===== src/rtl/amta_free_mem.sv =====
// Free memory store: one 16-bit word per device with a registered read port.
// An entry not written since reset or the last clear reads as the init value.
`default_nettype none

module amta_free_mem #(
    parameter int DEVICES = 16,
    parameter int AW      = 4
) (
    input  logic          aclk,
    input  logic          aresetn,
    input  logic          clear,
    input  logic [15:0]   init_value,
    input  logic          rd_en,
    input  logic          wr_en,
    input  logic [AW-1:0] addr,
    input  logic [15:0]   wr_data,
    output logic [15:0]   rd_data
);
    logic [15:0]        mem [DEVICES];
    logic [DEVICES-1:0] valid_reg;
    logic [15:0]        rd_data_reg;

    always_ff @(posedge aclk) begin
        if (wr_en) begin
            mem[addr] <= wr_data;
        end
    end

    always_ff @(posedge aclk) begin
        if (!aresetn || clear) begin
            valid_reg <= '0;
        end else if (wr_en) begin
            valid_reg[addr] <= 1'b1;
        end
    end

    always_ff @(posedge aclk) begin
        if (rd_en) begin
            rd_data_reg <= valid_reg[addr] ? mem[addr] : init_value;
        end
    end

    assign rd_data = rd_data_reg;

endmodule

`default_nettype wire


===== config.mk =====
export PLATFORM = sky130hd
export DESIGN_NAME = amta_free_mem
export DESIGN_NICKNAME = d
export VERILOG_FILES = /design/src/rtl/amta_free_mem.sv
export SDC_FILE = /design/constraint.sdc
export NUM_CORES = 1
export LEC_CHECK = 0
export BUFFER_PORTS_ARGS = -buffer_cell sky130_fd_sc_hd__buf_4
export CAP_MARGIN = 20
export CORE_MARGIN = 1
export CORE_UTILIZATION = 45
export DETAILED_ROUTE_END_ITERATION = 10
export GPL_ROUTABILITY_DRIVEN = 1
export PLACE_DENSITY = 0.6
export SLEW_MARGIN = 20
export SYNTH_ARGS = -nofsm -noshare
export SYNTH_HDL_FRONTEND = slang
export SYNTH_SLANG_ARGS = --single-unit

===== constraint.sdc =====
create_clock -name aclk -period 5.4 [get_ports aclk]
set_clock_uncertainty 0.15 [all_clocks]
set_input_delay 0.27 -clock aclk [delete_from_list [all_inputs] [get_ports aclk]]
set_output_delay 0.27 -clock aclk [all_outputs]
set_load 0.02 [all_outputs]

==> run summary <==
Run status: completed
Initial antenna violation count: 2
CTS sink cnt: 288
Slowest stage delay, CP: 0.89 ns
Number of max-cap violations: 0
Cell family with most CP delay: simple AND/OR/NAND/NOR gates
Final Hold Viols: 0
CTS tree: yes
Layout Area Growth over Synthesis: 19.8%
Total Routing Usage GR: 20.8%
Crit path max-delay cell type: nor3_2
Fillcell total: 1827
Post_cts resized: 0
Yosys warns: 0
Layout cells sized above 1: 35.0%
RR Startpoint: valid_reg[3]
P_sw: 967 µW
Total core area: 0.0237 mm²
Initial Util: 46.4%
HP Start: addr[2]
Root Buffer: clkbuf_16
Die width: 158 µm
Slew Limit Fails: 0
Wire length per cell: 25.8 µm
CP Data Required Time: 5.48 ns
Net count, final: 649
Initial drt markers: 476
DR vias/cell: 5.61
Power density cells: 365 mW/mm²
Final WL: 24600 µm
Final setup vio count: 0
Largest net degree at the start of global routing: 73
Period utilization: 50.1%
Mapped Area: 0.0110 mm²
FF+latch area: 0.00849 mm²
Total Neg Setup Slack: 0 ns
Hold endpoint: mem[2][2]
Lkg Pwr: 0.00433 µW
Slew margin rel.: 24.3%
FF-to-FF End: rd_data[12]
Min-delay worst type: input pin to register
# rows: 56
Clk pwr share: 42.3%
Clk buf depth: 3
DRC Markers: 0
Vias in the first global route: 5573
Synthesized area per cell: 22.2 µm²
Fin crit period: 2.71 ns
Die height: 158 µm
DRT Pass-1 Iters: 4
Seq cells post-synth: 288
Cts bufs inserted: 29
Worst Reg-to-Reg Cells: 4
Worst-Margin Slew: 1.14 ns
Worst skew pair latency: 0.56 ns
Synth cell types: 22
Most used cell along the critical path: buf_4
Post-layout utilization of the core: 55.6%
Hold-critical path depth: 2
Critical Path Sink Type: register
R2R setup slack: 3.06 ns
Critical Path AT: 2.79 ns
Largest register FFs: 256
Antenna Violating Nets Remaining: 0
CP Cell Sequence: buf_4 -> nand3_1 -> nor3_2 -> buf_4
Register area share after synthesis: 77.2%
Post-CTS Setup Bufs: 0
HPWL after DPL: 13900 µm
Combined buffer and inverter count along the critical path: 2
Switching Fraction: 20.1%
Worst-path clk slew: 0.06 ns
Crit-path max FO: 72
Multi-input gate area: 0.00239 mm²
Part of the power in registers: 52.1%
I/O pin total: 57
CTS H-tree depth: 1
Syn_nets: 536
Max Clock Freq: 0.369 GHz
Max IR drop VDD: 0.173 mV
Global-route wire length before repair: 36200 µm
Via count: 5345
Comb pwr share: 5.6%
Nature of the critical path startpoint: input pin
Pint: 3840 µW
Crit path depth: 4
Crit path kind: input pin to register
Post-Syn Instances: 495
Grt total ovfl: 0
RePlAce Congestion: 0.702
RSZ-0062 raised after global routing: false
Die area: 0.0250 mm²
Input/output buffers: 56
-- per-layer routing --
layer,wire (µm),track usage (%),vias up
met5,0,0,-
met4,527,5.95,0
met3,1390,3.13,39
met2,12500,35.6,166
met1,10200,27.7,2825
li1,-,-,2315
-- worst register-to-register path: stages, from the launching register on --
cell and delay (ns):
dfxtp_1 0.31, mux4_2 0.48, a22oi_2 0.28, nand2_2 0.41
mux2_4 0.44
-- power groups by stage --
stage	Combinational, µW	Clock, µW	Sequential, µW
after global placement	247	0	2550
after floorplan	136	0	2560
after detailed placement	252	0	2550
final	270	2040	2500
after CTS	273	2070	2500
after global routing	291	2160	2510
-- cell usage after synthesis --
| cell type | count | area share (%) |
|---|---|---|
| or3b_2 | 1 | 0.080 |
| o21a_1 | 16 | 1.1 |
| nand2_1 | 17 | 0.58 |
| nand2b_1 | 2 | 0.11 |
| a22oi_1 | 32 | 2.2 |
| buf_2 | 8 | 0.36 |
| mux2_2 | 6 | 0.61 |
| nor3_1 | 4 | 0.18 |
| nand2_2 | 1 | 0.057 |
| nor2_1 | 13 | 0.44 |
| buf_1 | 1 | 0.034 |
| nor2b_1 | 3 | 0.17 |
| clkbuf_1 | 13 | 0.44 |
| a22oi_2 | 2 | 0.23 |
| and2_1 | 1 | 0.057 |
| buf_6 | 6 | 0.61 |
| nand3b_1 | 2 | 0.14 |
| nand3_1 | 1 | 0.046 |
| mux4_2 | 68 | 14 |
| dfxtp_1 | 16 | 2.9 |
| edfxtp_1 | 272 | 74 |
| mux2_4 | 10 | 1.4 |
-- through the flow --
step,hold slack (ns),cell area (µm²),cells,total power [µW],worst slack (ns)
floorplan,0.219,11000,495,2690,2.51
global placement,0.291,11800,862,2800,2.06
detailed placement,0.298,11800,862,2800,1.96
CTS,0.0773,13100,949,4840,2.56
global route,0.105,13200,951,4950,2.49
finish,0.0936,13200,952,4810,2.69
-- how the worst max path moves through the flow --
stage | slack, ns | endpoint | start
after floorplan | 2.51 | mem[0][0] | addr[1]
after global placement | 2.06 | mem[3][0] | addr[1]
after detailed placement | 1.96 | mem[3][15] | addr[1]
after CTS | 2.56 | mem[3][8] | addr[1]
after global routing | 2.49 | rd_data[1] | addr[0]
final | 2.69 | mem[3][8] | addr[1]
-- cells by family (layout without fill, tap and decap cells) --
kind of cell	count (synthesis)	count (layout)	share of synthesized area, %
AO/OA/AOI/OAI	50	50	3.51
buffers and inverters	28	164	1.46
flip-flops	288	288	77.2
multiplexers	84	84	15.9
AND/OR/NAND/NOR	45	45	1.87
other	0	2	0
-- what timing repair did --
item	4_1_cts	5_1_grt
setup endpoints to repair	0	0
endpoints found under the hold margin	288	16
hold buffers	33	1
-- cells in the final DEF, fill, tap and decap left out, types with 2 or more instances in the layout --
cell           netlist  final
nor3_2               0      4
bufinv_16            0      5
diode_2              0      2
nor2_2               0     12
nand2_1             17     17
clkinv_1             0      7
o21a_1              16     16
clkbuf_16            0     29
dfxtp_1             16     16
mux2_4              10     10
edfxtp_1           272    272
mux4_2              68     68
nand2b_1             2      2
nor2b_1              3      2
mux2_2               6      6
a22oi_1             32     32
clkinv_2             0      4
clkbuf_1            13      7
buf_4                0     76
a22oi_2              2      2
nand3b_1             2      2
dlygate4sd3_1        0     34
-- layout make-up --
class	count	share of cell area (%)
diodes	2	0.0380
clock buffers	36	5.71
clock inverters	18	1.64
multi-input cells	179	18.2
flip-flops and latches	288	64.5
well taps	319	3.03
repair buffers	110	6.92
Power figures use the tool's default switching activity.
