`src/rtl/amta_pkg.sv`:
```
// Package for the multi-device memory task allocator.
// Holds the transfer payload types, command and register codes, the sequencer
// state type and the shared unit's operation codes. It depends on nothing.
`default_nettype none

package amta_pkg;

    // Command codes carried in the action field.
    localparam logic [1:0] ACT_TICK   = 2'd0;
    localparam logic [1:0] ACT_SUBMIT = 2'd1;
    localparam logic [1:0] ACT_CANCEL = 2'd2;

    // Configuration register indexes and port widths.
    localparam int CFG_INDEX_W = 8;
    localparam int CFG_DATA_W  = 16;
    localparam logic [CFG_INDEX_W-1:0] CFG_NUM_DEVICES   = 8'd0;
    localparam logic [CFG_INDEX_W-1:0] CFG_DEVICE_MEMORY = 8'd1;

    // Register values after reset.
    localparam logic [4:0]  RST_NUM_DEVICES   = 5'd16;
    localparam logic [15:0] RST_DEVICE_MEMORY = 16'd16384;

    typedef struct packed {
        logic [1:0]  action;
        logic [15:0] task_key;
        logic [4:0]  need_devices;
        logic [15:0] need_memory;
        logic [15:0] duration;
    } in_t;

    typedef struct packed {
        logic accepted;
        logic table_full;
    } out_t;

    typedef enum logic [1:0] {
        ALU_GE,
        ALU_SUB,
        ALU_ADD_SAT
    } alu_op_t;

    typedef enum logic [3:0] {
        ST_IDLE,
        ST_SUB_RD,
        ST_SUB_CHK,
        ST_DED_RD,
        ST_DED_WR,
        ST_APPEND,
        ST_TSK_RD,
        ST_TSK_CHK,
        ST_REL_RD,
        ST_REL_WR,
        ST_DONE
    } state_t;

endpackage

`default_nettype wire

```
`src/rtl/amta_alu.sv`:
```
// Shared 16-bit arithmetic unit: compare, subtract and saturating add.
// Used by the device scan, deduction and release passes of the allocator sequencer. Depends on amta_pkg.
`default_nettype none

module amta_alu (
    input  amta_pkg::alu_op_t op,
    input  logic [15:0]       a,
    input  logic [15:0]       b,
    output logic [15:0]       res,
    output logic              ge
);
    import amta_pkg::*;

    logic [16:0] sum;
    logic [16:0] diff;

    assign sum  = {1'b0, a} + {1'b0, b};
    assign diff = {1'b0, a} - {1'b0, b};
    // No borrow means a is at least b.
    assign ge   = ~diff[16];

    always_comb begin
        unique case (op)
            ALU_SUB:     res = diff[15:0];
            ALU_ADD_SAT: res = sum[16] ? 16'hFFFF : sum[15:0];
            default:     res = diff[15:0];
        endcase
    end

endmodule

`default_nettype wire

```
`config.mk`:
```
export PLATFORM = sky130hd
export DESIGN_NAME = amta_alu
export DESIGN_NICKNAME = d
export VERILOG_FILES = /design/src/rtl/amta_pkg.sv /design/src/rtl/amta_alu.sv
export SDC_FILE = /design/constraint.sdc
export NUM_CORES = 1
export LEC_CHECK = 0
export BUFFER_PORTS_ARGS = -buffer_cell sky130_fd_sc_hd__buf_2
export CAP_MARGIN = 10
export CELL_PAD_IN_SITES_DETAIL_PLACEMENT = 2
export CELL_PAD_IN_SITES_GLOBAL_PLACEMENT = 2
export CORE_UTILIZATION = 27
export DETAILED_ROUTE_END_ITERATION = 10
export GPL_ROUTABILITY_DRIVEN = 1
export GPL_TIMING_DRIVEN = 0
export PLACE_DENSITY_LB_ADDON = 0.12
export REMOVE_ABC_BUFFERS = 1
export SYNTH_ARGS = -nofsm -noshare
export SYNTH_HDL_FRONTEND = slang
export SYNTH_SLANG_ARGS = --single-unit
export TNS_END_PERCENT = 10
```
`constraint.sdc`:
```
create_clock -name vclk -period 2.2
set_clock_uncertainty 0.2 [all_clocks]
set_input_delay 0.11 -clock vclk [all_inputs]
set_output_delay 0.11 -clock vclk [all_outputs]
set_load 0.01 [all_outputs]
```
==> results.md, run 1 <==
- Adder-Cell Fraction of Synth Area: 0.255
- Max IR drop VDD: 0.122 mV
- Die height: slightly above 80 µm
- Routed length per instance: roughly 18 µm
- # clk buffers: 0
- RSZ-0062 raised after global routing: yes
- Nets: between 300 and 400
- Share of layout cells above drive strength 1: 0.410
- Largest family of logic cells by synthesized area: compound AO/OA/AOI/OAI gates
- Cell Area, Synth: 0.00173 mm²
- Period Utilization, post-route: 1.17
- Top-area cell type share of the netlist area: 0.231
- Setup slack after layout: -0.366 ns
- Number of vias per cell: 5.39
- Total core area: 0.00606 mm²
- Synth warn: 0
- Crit path time final: 2.57 ns
- DRT Pass-1 Iters: 4
- Relative slew slack: 0.377
- Synth area leader: ha_1
- WL final: 7010 µm
- Synth top cells by count: ha_1, inv_1, nand2_1
- Main area contributors after synthesis: ha_1, inv_1, a21oi_1
- RD Place Congestion: about 0.76
- Count leader, synth: ha_1
- Cts hold-fix bufs: 0
- Simple-Gate Fraction of Synth Area: 0.218
- Die ar.: between 0.006 and 0.007 mm²
- Drt drc: 0
- Pleak: 0.00114 µW
- Pwr/cell area: around 330 mW/mm²
- Diode count: 0
- Clock share of power: 0
- Synth Instances: 249
- Overflow after GRT: 0
- First-pass GRT wire length: 11200 µm
- Register share of total power: 0
- Complex-gate fraction of the synthesized area: 0.343
- Combinational share of power: 1.000
- Peak Freq: 0.390 GHz
- Worst EP required: roughly 1.9 ns
- Routed vias: roughly 2.1k
- Synth Area in XOR/XNOR: 0.0557
- Fin. max-slew vios: 0
- Syn_area_per_cell: 6.95 µm²
- Post-synthesis sequential area ratio: 0
- Hold Vio Cnt, Final: 0
- IO buf count: 51
- Worst-Margin Slew: 0.930 ns
- Multi-input combinational cell area: 0.00184 mm²
- Failing checks: setup timing
- Psw: 465 µW
- Critical Path AT: 2.26 ns
- Dpl hpwl: 4620 µm
- Worst hold path class: in2out
- Routed Antenna Nets: 0
- Initial DRC Count: 47
- Max FO, Critical Path: 6
- Vias in the first global route: 2202
- Sequential cells: 0
- Seq. cell area: 0 µm²
- I/O Pins: 51
- GRT Resource Usage Total: 0.215
- Die width: slightly above 80 µm
- Critical path type: in2out
- Setup_tns: -4.93 ns
- Row cnt: 28
- Setup violations, final: 17
- Net Sw Frac: 0.551
- Cell Int Power: 379 µW
- DP Worst Slack: -0.717 ns
- Startpoint Class: input port
- Largest net degree at the start of global routing: 18
- Mux share of post-synthesis cell area: 0.0289
- Initial antenna violation count: 0
- Max-cap violations: 0
- Status: complete, but fails checks
- # fillers: just over 700
- Critical path capture point type: output pin
- Effective utilization at floorplan: 0.286
- Library cells used by synthesis: 50
- P&R area growth vs syn: 46.6%
[metal layers]
metal	global-route usage	routed length, µm	vias to the layer above
met5	0	0	-
met4	0.0123	27	0
met3	0.00778	141	2
met2	0.420	3630	33
met1	0.266	3220	1054
li1	-	-	1013
[area by class of cell]
cell class | instances | share of cell area
multi-input combinational | 207 | 0.723
timing repair buffer | 78 | 0.194
tap | 75 | 0.0370
inverter | 30 | 0.0454
[kinds of logic after synthesis]
group,count (synthesis)
buffers and inverters,42
and+or+nand+nor,79
xor gates and xnor gates,11
muxes,5
AOI/OAI and AO/OA,78
adders and majority gates,34
[path summary, 6_finish.rpt]
path | slack [ns] | endpoint | depth (start not counted) | startpoint
worst max-delay path | -0.37 | res[15] | 11 | b[5]
worst min-delay path | 0.43 | res[0] | 4 | b[0]
[through the flow]
stage	utilization	hold WS (ns)	power [µW]	cell area, µm²	std cells
floorplan	-	0.190	431	1670	237
global placement	0.333	0.400	632	2020	363
detailed placement	0.333	0.400	646	2020	363
CTS	0.416	0.419	820	2520	390
global route	0.419	0.446	923	2540	390
finish	0.419	0.431	843	2540	390
[critical path, stage by stage]
cell      delay (ns)
buf_2           0.11
inv_1           0.10
ha_4            0.23
buf_4           0.15
o41ai_4         0.43
a31oi_4         0.19
o311ai_4        0.36
buf_4           0.20
nor3b_2         0.04
nor3_1          0.17
buf_2           0.16
[timing repair]
item,4_1_cts,5_1_grt
buffers inserted,27,0
pin swaps,24,1
gates cloned,0,0
setup endpoints to repair,17,17
gates resized for setup,62,5
[power groups by stage]
stage / logic (µW) / clock network, µW / registers [µW]
2_1_floorplan: 431 / 0 / 0
3_3_place_gp: 632 / 0 / 0
3_5_place_dp: 646 / 0 / 0
4_1_cts: 820 / 0 / 0
5_1_grt: 923 / 0 / 0
6_report: 843 / 0 / 0
[cell usage in the layout, fill, tap and decap left out, types with 6 or more instances in the layout]
| cell type | netlist | layout |
|---|---|---|
| buf_2 | 4 | 46 |
| xnor2_1 | 8 | 8 |
| nor2_1 | 23 | 22 |
| inv_1 | 29 | 26 |
| ha_1 | 32 | 18 |
| nand2_1 | 25 | 24 |
| buf_4 | 1 | 27 |
| ha_4 | 0 | 8 |
| ha_2 | 0 | 6 |
| o21ai_0 | 17 | 13 |
| a21oi_1 | 21 | 16 |
Note: power is estimated with default switching activity, not from simulation.
==> inputs of run 2 (changes only) <==
Settings changed: REMOVE_ABC_BUFFERS 1 to unset.
==> run 2 against run 1 <==
Against the previous run:
- the flow still finishes with violations (setup timing)
- sequential cell count stayed put
- die area stayed put
- hold slack worse by 0.0055 ns
- largest cell class unchanged
- setup slack better by 0.030 ns
==> results.md, run 2 (synthesized netlist as in run 1, its figures left out) <==
- Slowest stage cell, crit path: o41ai_4 (unchanged)
- Startpoint Class: input port (unchanged)
- Initial antenna violation count: 0 (unchanged)
- Peak Freq: 0.394 GHz (was 0.390 GHz)
- Worst-Margin Slew: 0.678 ns (was 0.930 ns)
- Total core area: 0.00606 mm² (unchanged)
- RSZ-0062 raised after global routing: yes (unchanged)
- Pwr/cell area: 329 mW/mm² (was 332 mW/mm²)
- Final instance area: 0.00264 mm² (was 0.00254 mm²)
- Pleak: 0.00119 µW (was 0.00114 µW)
- Row cnt: 28 (unchanged)
- P&R area growth vs syn: 52.6% (was 46.6%)
- Die ar.: 0.00673 mm² (unchanged)
- Most common cell after layout, fill and taps aside: buf_2 (unchanged)
- Dpl hpwl: 4780 µm (was 4620 µm)
- Diode count: 0 (unchanged)
- Net Sw Frac: 0.550 (was 0.551)
- DP Worst Slack: -0.809 ns (was -0.717 ns)
- CP Cell Sequence: buf_6 > ha_4 > fa_2 > a21oi_2 > o41ai_4 > a31oi_4 > o311ai_4 > buf_6 > nor3_2 > nor4_2 > buf_2 (was buf_2 > inv_1 > ha_4 > buf_4 > o41ai_4 > a31oi_4 > o311ai_4 > buf_4 > nor3b_2 > nor3_1 > buf_2)
- Relative slew slack: 0.548 (was 0.377)
- Max IR drop VDD: 0.114 mV (was 0.122 mV)
- Routed Antenna Nets: 0 (unchanged)
- Highest-count cells in the layout ignoring fill and taps: buf_2, buf_4, nand2_1, ha_1 (was buf_2, buf_4, inv_1)
- IO buf count: 51 (unchanged)
- WHS: 0.426 ns (was 0.431 ns)
- Sequential cells: 0 (unchanged)
- Crit path time final: 2.54 ns (was 2.57 ns)
- Initial DRC Count: 45 (was 47)
- Effective utilization at floorplan: 0.286 (unchanged)
- Max-cap violations: 0 (unchanged)
- Setup violations, final: 17 (unchanged)
- Routed length per instance: 16.8 µm (was 18.0 µm)
- Worst EP required: 1.89 ns (about the same)
- Register share of total power: 0 (about the same)
- Clock share of power: 0 (about the same)
- Cell Int Power: 391 µW (was 379 µW)
- Critical Path AT: 2.23 ns (was 2.26 ns)
- # clk buffers: 0 (unchanged)
- Status: complete, but fails checks (unchanged)
- Combinational share of power: 1.000 (about the same)
- Seq. cell area: 0 µm² (unchanged)
- Setup slack after layout: -0.336 ns (was -0.366 ns)
- Routed vias: 2087 (was 2102)
- Layout Cells excl Fill: 400 (was 390)
- Die height: 82.1 µm (unchanged)
- RD Place Congestion: 0.811 (was 0.762)
- Worst hold path class: in2out (unchanged)
- Max FO, Critical Path: 5 (was 6)
- Nets: 395 (was 385)
- Period Utilization, post-route: 1.15 (was 1.17)
- I/O Pins: 51 (unchanged)
- GRT Resource Usage Total: 0.194 (was 0.215)
- Overflow after GRT: 0 (unchanged)
- Die width: 82.1 µm (unchanged)
- Worst stage delay on the critical path: 0.44 ns (was 0.43 ns)
- Psw: 478 µW (was 465 µW)
- DRT Pass-1 Iters: 4 (unchanged)
- Largest net degree at the start of global routing: 12 (was 18)
- Syn_nets: 317
- Critical Path Most Common Cell: buf_6
- First-pass GRT wire length: 10300 µm (was 11200 µm)
- Dpl cells: 375 (was 363)
- Number of vias per cell: 5.22 (was 5.39)
- WL final: 6720 µm (was 7010 µm)
- Fin. max-slew vios: 0 (unchanged)
- Failing checks: setup timing (unchanged)
- Hold Vio Cnt, Final: 0 (unchanged)
- Critical path type: in2out (unchanged)
- Placed cell area: 0.00216 mm² (was 0.00202 mm²)
- Vias in the first global route: 2052 (was 2202)
- Share of layout cells above drive strength 1: 0.434 (was 0.410)
- Final Power: 869 µW (was 843 µW)
- Drt drc: 0 (unchanged)
- Critical path capture point type: output pin (unchanged)
==> run 2: changes by cell type in the layout (fill, tap and decap cells not counted), moves of 3 or more <==
cell,change
ha_1,+5
buf_2,+3
inv_1,-4
a21oi_2,+3
ha_2,-5
clkbuf_1,+4
inv_2,+3
==> run 2: worst max-delay path: cells and delay by family <==
kind,cells,cell delay (ns)
AO/OA/AOI/OAI,4,0.98
buffers and inverters,3,0.44
adder cells (fa/ha/maj),2,0.37
AND/OR/NAND/NOR,2,0.33
==> run 2: power by group through the flow <==
stage | logic [µW] | clock network, µW | registers, µW
after detailed placement | 681 | 0 | 0
after floorplan | 465 | 0 | 0
after global routing | 950 | 0 | 0
after CTS | 816 | 0 | 0
after global placement | 672 | 0 | 0
final | 869 | 0 | 0
==> run 2: timing repair <==
| action | 4_1_cts | 5_1_grt |
|---|---|---|
| gates resized for setup | 49 | 23 |
| hold buffers | 0 | 0 |
| gates cloned | 1 | 0 |
| setup endpoints to repair | 17 | 17 |
| buffers inserted | 18 | 8 |
| pin swaps | 25 | 21 |
==> run 2: metrics by stage <==
stage	setup TNS [ns]	utilization
floorplan	-0.00973	-
global placement	-8.36	0.357
detailed placement	-8.47	0.357
CTS	-4.49	0.415
global route	-5.70	0.436
finish	-4.32	0.436
==> run 2: layout make-up <==
class                      count  area (µm²)
fill                         716        3420
timing repair buffer          77         479
multi-input combinational    208        1890
inverter                      30         118
buffer                        10        58.8
tap                           75        93.8
==> run 2: path summary, 6_finish.rpt <==
kind  start       to  slack (ns)  cells past startpoint
min    b[0]   res[0]        0.43                      4
max    b[0]  res[11]       -0.34                     11
==> run 2: per-layer routing <==
layer	track usage	share of wire
met1	0.264	0.47
met2	0.360	0.51
met3	0.00111	0.018
met4	0	0
met5	0	0
==> inputs of run 3 (changes only) <==
Settings changed: SETUP_SLACK_MARGIN set to 0.5.
==> run 3 against run 2 <==
Against the previous run:
- the flow still finishes with violations (setup timing)
- power grew 12%
- non-clock buffer count grew 6
- first-iteration DRC count is the same
- clock-buffer cell count is the same
- hold slack lost 0.050 ns
- largest cell class unchanged
- final cell count grew 1.3%
- routed wire length grew 23%
- sequential cell count is the same
==> results.md, run 3 (synthesized netlist as in run 1, its figures left out) <==
- WHS Path Cells: 4 (unchanged)
- Diode count: 0 (unchanged)
- I/O Pins: 51 (unchanged)
- Drt drc: 0 (unchanged)
- Largest net degree at the start of global routing: 11 (was 12)
- Row cnt: 28 (unchanged)
- Die width: 82.1 µm (unchanged)
- Seq. cell area: 0 µm² (unchanged)
- Max FO, Critical Path: 5 (unchanged)
- Total core area: 0.00606 mm² (unchanged)
- Routed Antenna Nets: 0 (unchanged)
- RSZ-0062 raised after global routing: yes (unchanged)
- Fin. max-slew vios: 0 (unchanged)
- Syn_nets: 317 (unchanged)
- Most common cell after layout, fill and taps aside: buf_2 (unchanged)
- Max IR drop VDD: 0.135 mV (was 0.114 mV)
- Die height: 82.1 µm (unchanged)
- Status: complete, but fails checks (unchanged)
- Routed vias: 2193 (was 2087)
- Vias in the first global route: 2229 (was 2052)
- Effective utilization at floorplan: 0.286 (unchanged)
- Die ar.: 0.00673 mm² (unchanged)
- Initial DRC Count: 45 (unchanged)
- Worst EP required: 1.89 ns (about the same)
- Worst-Margin Slew: 0.721 ns (was 0.678 ns)
- Nets: 400 (was 395)
- First-pass GRT wire length: 11000 µm (was 10300 µm)
- Sequential cells: 0 (unchanged)
- Pwr/cell area: 343 mW/mm² (was 329 mW/mm²)
- Number of vias per cell: 5.41 (was 5.22)
- # clk buffers: 0 (unchanged)
- Initial antenna violation count: 0 (unchanged)
- Startpoint Class: input port (unchanged)
- Max-cap violations: 0 (unchanged)
- Hold Vio Cnt, Final: 0 (unchanged)
- IO buf count: 51 (unchanged)
- P&R area growth vs syn: 64.4% (was 52.6%)
- RD Place Congestion: 0.764 (was 0.811)
- Critical path type: in2out (unchanged)
- Dpl cells: 375 (unchanged)
- Peak Freq: 0.383 GHz (was 0.394 GHz)
- WL final: 8280 µm (was 6720 µm)
- Layout Cells excl Fill: 405 (was 400)
- Overflow after GRT: 0 (unchanged)
- Critical Path AT: 2.30 ns (was 2.23 ns)
- Pleak: 0.00126 µW (was 0.00119 µW)
- Failing checks: setup timing (unchanged)
- CP startpoint: b[2] (was b[0])
- Hold path start: b[0] (unchanged)
- Placed cell area: 0.00222 mm² (was 0.00216 mm²)
- Crit path time final: 2.61 ns (was 2.54 ns)
- Relative slew slack: 0.519 (was 0.548)
- Routed length per instance: 20.5 µm (was 16.8 µm)
- Setup slack after layout: -0.410 ns (was -0.336 ns)
- Cts hold-fix bufs: 0 (unchanged)
- GRT Resource Usage Total: 0.211 (was 0.194)
- WHS: 0.375 ns (was 0.426 ns)
- Period Utilization, post-route: 1.19 (was 1.15)
- Dpl hpwl: 5160 µm (was 4780 µm)
- Share of layout cells above drive strength 1: 0.476 (was 0.434)
- Hold Path End: res[0] (unchanged)
- Highest-count cells in the layout ignoring fill and taps: buf_2, buf_4, inv_1, nand2_1, ha_1 (was buf_2, buf_4, nand2_1, ha_1)
- Worst hold path class: in2out (unchanged)
- Setup violations, final: 17 (unchanged)
- DRT Pass-1 Iters: 4 (unchanged)
- Critical path capture point type: output pin (unchanged)
- Final instance area: 0.00285 mm² (was 0.00264 mm²)
[run 3: per-layer routing]
layer,vias to the layer above,global-route usage,wire (µm)
li1,1039,-,-
met1,1088,0.259,3360
met2,50,0.425,4480
met3,16,0,191
met4,0,0.00526,252
met5,-,0,0
[run 3: critical path: stages]
cell and delay [ns]:
buf_2 0.11, inv_1 0.08, ha_4 0.22, inv_4 0.10, a21oi_2 0.11, o41ai_4 0.42
a31oi_4 0.22, o311ai_4 0.29, buf_6 0.17, nor3_2 0.04, nor4_2 0.25, buf_2 0.18
[run 3: per-stage QoR]
stage          total power, µW  setup TNS, ns   util  setup WS (ns)
2_1_floorplan              479              0      -         0.0134
3_3_place_gp               688          -8.44  0.367         -0.764
3_5_place_dp               707          -8.85  0.367         -0.803
4_1_cts                    849          -3.38  0.433         -0.363
5_1_grt                   1050          -6.46  0.469         -0.482
6_report                   975          -5.10  0.469         -0.410
[run 3: area by class of cell]
class / count / area [µm²]
inverter: 30 / 135
timing repair buffer: 81 / 547
multi-input combinational: 207 / 1970
buffer: 12 / 100
fill: 696 / 3220
tap: 75 / 93.8
[run 3: worst max path at each step]
stage,end,slack [ns],cells after the start
3_3_place_gp,res[11],-0.76,11
6_report,res[11],-0.41,12
5_1_grt,res[8],-0.48,13
2_1_floorplan,res[11],0.01,8
4_1_cts,res[14],-0.36,11
3_5_place_dp,res[11],-0.80,11
[run 3: where the power goes]
group | switching [µW] | internal, µW
clock | 0 | 0
combinational | 538 | 437
sequential | 0 | 0
[run 3: what timing repair did]
item / CTS / global route
setup endpoints to repair: 17 / 17
pin swaps: 29 / 21
setup buffers: 19 / 11
endpoints found under the hold margin: 0 / 0
gates resized for setup: 63 / 36
